===== src/sv/first_fit_heap_allocator_macros.svh =====
// Assertion macros shared by the allocator RTL.
`ifndef FIRST_FIT_HEAP_ALLOCATOR_MACROS_SVH
`define FIRST_FIT_HEAP_ALLOCATOR_MACROS_SVH

// Property checked on every clock edge outside reset.
`define FFHA_CHECK(lbl, prop, msg) \
  lbl: assert property (@(posedge clk) disable iff (rst) prop) \
    else $error(msg);

// Consequent must hold in the cycle after the antecedent.
`define FFHA_NEXT(lbl, ante, cons, msg) \
  lbl: assert property (@(posedge clk) disable iff (rst) (ante) |=> (cons)) \
    else $error(msg);

`endif


===== src/sv/ffha_ram.sv =====
// Generic single-write, single-read RAM with registered read data.
`default_nettype none
module ffha_ram #(
  parameter int WIDTH = 8,
  parameter int DEPTH = 64
) (
  input  logic                     clk,
  input  logic                     we,
  input  logic [$clog2(DEPTH)-1:0] waddr,
  input  logic [WIDTH-1:0]         wdata,
  input  logic [$clog2(DEPTH)-1:0] raddr,
  output logic [WIDTH-1:0]         rdata
);

  logic [WIDTH-1:0] mem [DEPTH];

  always_ff @(posedge clk) begin
    if (we) begin
      mem[waddr] <= wdata;
    end
    rdata <= mem[raddr];
  end

endmodule
`default_nettype wire


===== config.mk =====
export PLATFORM = sky130hd
export DESIGN_NAME = ffha_ram
export DESIGN_NICKNAME = d
export VERILOG_FILES = /design/src/sv/first_fit_heap_allocator_macros.svh /design/src/sv/ffha_ram.sv
export SDC_FILE = /design/constraint.sdc
export NUM_CORES = 1
export LEC_CHECK = 0
export BUFFER_PORTS_ARGS = -buffer_cell sky130_fd_sc_hd__buf_2
export CAP_MARGIN = 5
export CORE_MARGIN = 2
export CORE_UTILIZATION = 45
export CTS_BUF_LIST = sky130_fd_sc_hd__clkbuf_16
export CTS_CLUSTER_SIZE = 28
export DETAILED_ROUTE_END_ITERATION = 6
export GPL_TIMING_DRIVEN = 0
export PLACE_DENSITY = 0.69
export SETUP_SLACK_MARGIN = 0.2
export SLEW_MARGIN = 30
export SYNTH_ARGS = -nofsm -noshare
export SYNTH_HDL_FRONTEND = slang
export SYNTH_SLANG_ARGS = --single-unit

===== constraint.sdc =====
create_clock -name clk -period 2.8 [get_ports clk]
set_input_delay 0.56 -clock clk [delete_from_list [all_inputs] [get_ports clk]]
set_output_delay 0.56 -clock clk [all_outputs]
set_load 0.005 [all_outputs]

======== Yosys cells after proc, flatten, opt, wreduce, memory -nomap -nowiden ========
Memories as Yosys holds them, arrays and structs flattened. A register that Yosys moved wholly into a read port is not among the register bits.
Index checks and enable logic that the tools add are counted.
word-level totals
  memories ................................ 1
  memory bits (writable) .................. 512
  input port bits ......................... 22
  word-level logic and storage cells ...... 3
  output and inout bits ................... 8
  flip-flop bits (word level) ............. 0
memory list
  name  depth  bits a word  read ports  clocked after memory_dff  write ports  RTL line        source
  mem   64     8            1           1                         1            ffha_ram.sv:15  logic [WIDTH-1:0] mem [DEPTH];
cells by class
  muxes and demuxes ....................... 2
operator list
  cell               count
  two-way mux 1 bit  2

======== Longest topological paths before layout ========
Gate-level depths: netlist (run 1).
  depth after elaboration ................. 2
  depth in mapped cells ................... 9
  mapped depth without buffers ............ 5

======== Least setup slack after synthesis (run 1) ========
OpenSTA, ideal clock, no wires.
  kind .................................... in2reg
  start point ............................. input raddr[1]
  end point ............................... register rdata[3] (read register of mem)
  stages .................................. 7
  slack ................................... 572 ps
  arrival time ............................ 2100 ps
  required time ........................... 2672 ps
  cell sequence ........................... buf_4 buf_2 buf_2 mux4_2 mux4_2 o21ai_1 o41ai_1
RTL lines
  what                RTL line        source
  start: declaration  ffha_ram.sv:11  input logic [$clog2(DEPTH)-1:0] raddr,
  end: declaration    ffha_ram.sv:12  output logic [WIDTH-1:0] rdata

==> results.tsv, run 1 <==
metric	value	unit
gpl congestion	0.907	
CP endpoint kind	flop	
RSZ-0062 raised after global routing	no	
post-CTS setup buffer count	0	
pre-CTS setup slack	-653	ps
Die Area	46500	µm²
max cap viols	0	
worst min-delay path class	input port to flop	
clock skew	17.1	ps
multiplexer share of the synthesized area	15.9	%
Post-Synth Adder-Cell Area	0	%
final slew viol count	0	
Synth Area in Compound Gates	2.07	%
die outline height	216	µm
Max clock buf depth	3	
CORE AREA	44200	µm²
Die X	216	µm
TritonCTS Buffers	48	
clock root cell	clkbuf_16	
final period utilization	96.1	%
initial antenna violation count	2	
Row Count	77	
syn nets	962	
Post-Synth Simple-Gate Area	3.39	%
Post-DP Area	21000	µm²
critical-path maximum fanout	10	
final wirelength	47000	µm
Area growth syn-to-layout	12.4	%
wire per inst	28.6	µm
commonest cells after routing, fill and taps aside	edfxtp_1 (512), mux4_2 (126), nor2_1 (79)	
Worst setup SP type	input port	
Unique masters post-synth	40	
P_leak	7.05	nW
number of synthesized flops with an enable pin	512	
DP Wirelength	29500	µm
Fmax achieved	372	MHz
Starting Density	45.6	%
sequential-to-total area share from yosys stat	77.0	%
ANT cells	0	
Final Hold Viols	0	
PortBufs	21	
share of layout cells above drive strength 1	25.5	%
Post-synth ARST share	0	%
Worst Max-Slew Pin Slew	1040	ps
crit path setup slack, layout	110	ps
clk_lat worst skew	580	ps
PD cells	707	nW/µm²
vias per std cell	5.93	
clk slew on worst S/H paths	60	ps
synthesized cell area	20200	µm²
TritonCTS Sinks	520	
Synth Area in XOR/XNOR	0	%
total grt overflow	0	
Finish-stage setup viols	0	
Avg Cell Area, Syn	21.5	µm²
Tmin final	2690	ps
First-pass DRT Iterations	7	
global-route wire length before repair	67800	µm
design area	22700	µm²
commonest non-fill, non-tap cell in the layout	edfxtp_1	
Worst EP arrival	3090	ps
Mapped Cells	940	
status	complete, no violations	
Worst VDD drop	0.459	mV
relative slew slack	30.1	%
Crit path required time	3200	ps
Crit Path Category	input port to flop	
initial DRC count	1163	
#FFs+latches synth	520	
CTS tree	built	
vias post-DR	9728	
vias in the first global route	9719	
GRT Util Overall	20.5	%
maximum number of pins on one net before global-route repair	65	
largest family of logic cells by synthesized area	multiplexers	
drt drc	0	
# IOs	30	
fin nets	1033	
number of synthesis warnings	0	
Top FF cell, synth	edfxtp_1	
H-tree Lvls	2	
ANT nets after route	0	
worst max-delay path: stages:
cell and delay (ps):
buf_4 180, buf_2 260, clkdlybuf4s15_2 460, nand2_1 330
o221ai_1 180, nor2_1 330, nor3_1 160, o32ai_1 610
through the flow:
stage | util (%) | hold WS (ps) | instances | power [W] | TNS, ps
floorplan | - | 659 | 940 | 0.00925 | 0
global placement | 47.5 | 940 | 1553 | 0.00962 | -3970
detailed placement | 47.6 | 938 | 1553 | 0.00964 | -8190
CTS | 51.2 | 358 | 1641 | 0.0161 | 0
global route | 51.2 | 376 | 1641 | 0.0164 | 0
finish | 51.2 | 392 | 1641 | 0.0160 | 0
registers in the layout, indices dropped and copies added (netlist names):
| register | cells |
|---|---|
| mem | 512 |
| rdata | 8 |
Yosys cell counts, drive strengths merged (4+ instances only):
library cell	n	share of area [%]
o21ai	4	0.099
o22ai	8	0.25
a211oi	4	0.15
mux4	126	14
nand3	13	0.32
clkbuf	17	0.32
buf	34	1.3
nor3	7	0.17
mux2	13	0.73
o221ai	8	0.35
nand2	19	0.35
mux2i	23	1.1
a221oi	6	0.26
nor2b	14	0.43
nor2	83	1.5
nand2b	7	0.22
dfxtp	8	0.79
edfxtp	512	76
what timing repair did:
item | CTS | global route
hold buffers | 0 | 0
gates resized for setup | 6 | 3
setup endpoints to repair | 5 | 5
cells by family after synthesis:
logic type | count (synthesis)
DFF | 520
muxes | 162
and+or+nand+nor | 153
AOI/OAI and AO/OA | 54
buffers and inverters | 51
final cells by class:
class | count | area (µm²)
Clock inverter | 38 | 325
Tap cell | 592 | 741
Fill cell | 3447 | 21600
Clock buffer | 50 | 1250
Multi-Input combinational cell | 369 | 4360
Timing Repair Buffer | 21 | 125
Sequential cell | 520 | 15500
Buffer | 51 | 329
per-layer routing:
layer  share of wire (%)  global-route usage (%)  vias to the layer above
met2                  48                    32.3                      462
met5               0.053                       0                        -
met3                 8.4                    4.76                       82
met4                 3.0                    6.55                        4
li1                    -                       -                     4069
met1                  41                    28.6                     5111
power by group:
part           total [W]  switching, W  internal, W  leakage, nW
sequential       0.00863     0.0000142      0.00861         4.67
combinational   0.000852      0.000543     0.000309         1.56
clock            0.00654       0.00277      0.00377        0.816
final timing paths:
| path | endpoint | cells after the start | slack, ps | from |
|---|---|---|---|---|
| setup / recovery | rdata[6] | 8 | 110 | raddr[1] |
| setup reg to reg | rdata[6] | 5 | 580 | mem[20][6] |
| hold / removal | rdata[5] | 2 | 390 | raddr[5] |
| hold reg to reg | rdata[7] | 4 | 960 | mem[6][7] |
(Power assumes the default switching activity.)
==> run 2: changes to the inputs <==
--- a/config.mk
+++ b/config.mk
@@ -7,14 +7,17 @@
 export LEC_CHECK = 0
 export BUFFER_PORTS_ARGS = -buffer_cell sky130_fd_sc_hd__buf_2
 export CAP_MARGIN = 5
+export CELL_PAD_IN_SITES_DETAIL_PLACEMENT = 0
+export CELL_PAD_IN_SITES_GLOBAL_PLACEMENT = 1
 export CORE_MARGIN = 2
 export CORE_UTILIZATION = 45
 export CTS_BUF_LIST = sky130_fd_sc_hd__clkbuf_16
 export CTS_CLUSTER_SIZE = 28
 export DETAILED_ROUTE_END_ITERATION = 6
 export GPL_TIMING_DRIVEN = 0
-export PLACE_DENSITY = 0.69
+export PLACE_DENSITY = 0.75
 export SETUP_SLACK_MARGIN = 0.2
+export SKIP_CTS_REPAIR_TIMING = 1
 export SLEW_MARGIN = 30
 export SYNTH_ARGS = -nofsm -noshare
 export SYNTH_HDL_FRONTEND = slang
==> run 2 against run 1 <==
The flow now finishes with violations (DRC); via count is 0.50% lower; combinational power decreased by 1%; setup slack better by 90 ps; critical endpoint is now rdata[7]; largest power group unchanged.
==> results.tsv, run 2 (synthesis gave the netlist of run 1 again) <==
metric	value	unit	change
status	finished with violations		was complete, no violations
failing checks	DRC		
wire per inst	28.1	µm	was 28.6 µm
CORE AREA	44200	µm²	unchanged
pre-CTS setup slack	-532	ps	was -653 ps
TritonCTS Buffers	49		was 48
max cap viols	0		unchanged
final slew viol count	0		unchanged
Max clock buf depth	3		unchanged
worst min-delay path class	input port to flop		unchanged
Reg2Reg Depth	5		unchanged
H-tree Lvls	2		unchanged
TritonCTS Sinks	520		unchanged
DP Wirelength	29400	µm	was 29500 µm
clk_lat worst skew	570	ps	was 580 ps
Post-DP Area	21000	µm²	about the same
critical-path maximum fanout	10		unchanged
P_leak	7.05	nW	about the same
maximum number of pins on one net before global-route repair	65		unchanged
CTS tree	built		unchanged
Starting Density	45.6	%	unchanged
clk slew on worst S/H paths	60	ps	about the same
vias per std cell	5.90		was 5.93
clock root cell	clkbuf_16		unchanged
Final Hold Viols	0		unchanged
GRT Util Overall	20.2	%	was 20.5%
biggest regs	mem x512, rdata x8		unchanged
ANT nets after route	0		unchanged
design area	22700	µm²	about the same
PortBufs	21		unchanged
ANT cells	0		unchanged
Die X	216	µm	unchanged
max reg flops	512		unchanged
initial antenna violation count	1		was 2
# IOs	30		unchanged
Power Total	0.0162	W	was 0.0160 W
Fmax achieved	385	MHz	was 372 MHz
vias post-DR	9679		was 9728
share of layout cells above drive strength 1	26.2	%	was 25.5%
gpl congestion	0.920		was 0.907
die outline height	216	µm	unchanged
Tmin final	2600	ps	was 2690 ps
commonest non-fill, non-tap cell in the layout	edfxtp_1		unchanged
Crit Path Category	input port to flop		unchanged
relative slew slack	31.2	%	was 30.1%
Worst Max-Slew Pin Slew	1030	ps	was 1040 ps
PD cells	715	nW/µm²	was 707 nW/µm²
Worst setup SP type	input port		unchanged
Area growth syn-to-layout	12.6	%	was 12.4%
First-pass DRT Iterations	7		unchanged
final wirelength	46100	µm	was 47000 µm
Biggest register	mem		unchanged
crit path setup slack, layout	200	ps	was 110 ps
total grt overflow	0		unchanged
Worst VDD drop	0.404	mV	was 0.459 mV
Finish-stage setup viols	0		unchanged
clock skew	14.1	ps	was 17.1 ps
initial DRC count	1150		was 1163
final period utilization	92.8	%	was 96.1%
Row Count	77		unchanged
Worst EP arrival	3000	ps	was 3090 ps
Die Area	46500	µm²	unchanged
RSZ-0062 raised after global routing	yes		was no
worst hold path stage count	2		unchanged
vias in the first global route	9731		was 9719
global-route wire length before repair	67400	µm	was 67800 µm
fin nets	1034		was 1033
drt drc	1		was 0
Crit path required time	3200	ps	about the same
fill count	3401		was 3447
CP endpoint kind	flop		unchanged
commonest cells after routing, fill and taps aside	edfxtp_1 (512), mux4_2 (126), nor2_1 (83)		was edfxtp_1 (512), mux4_2 (126), nor2_1 (79)
[run 2: metal layers]
layer	vias up	wire length, µm	GRT usage (%)
met2	363	22200	32.1
li1	4069	-	-
met5	-	16	0
met1	5182	19500	29.1
met3	63	3200	3.58
met4	2	1070	5.56
[run 2: path summary, 6_finish.rpt]
path	from	to	slack [ps]
min	raddr[5]	rdata[3]	390
max	raddr[1]	rdata[7]	200
min reg2reg	mem[4][7]	rdata[7]	930
max reg2reg	mem[21][6]	rdata[6]	670
[run 2: critical path, stage by stage]
cell and delay, ps:
buf_4 190, clkbuf_4 370, buf_4 320, buf_2 380, mux4_2 370, mux2i_1 320, a21oi_1 110, o21ai_0 170
nand2_1 190
[run 2: where the power goes]
| group | internal, W | switching [W] |
|---|---|---|
| clock | 0.00395 | 0.00282 |
| sequential | 0.00861 | 0.0000142 |
| combinational | 0.000307 | 0.000536 |
[run 2: area by class of cell]
cell class	count	area (µm²)	area share [%]
Buffer	51	322	1.42
Multi-Input combinational cell	369	4330	19.1
Tap cell	592	741	3.26
Timing Repair Buffer	21	125	0.551
Sequential cell	520	15500	68.4
Clock buffer	51	1280	5.62
Clock inverter	37	372	1.64
[run 2: per-stage QoR]
stage                     cells  setup TNS (ps)  hold WS, ps  utilization, %
after global routing       1641               0          383            51.3
after floorplan             940               0          659               -
after detailed placement   1553           -7610          894            47.6
final                      1641               0          394            51.3
after CTS                  1641               0          371            51.3
after global placement     1553           -3530          901            47.5
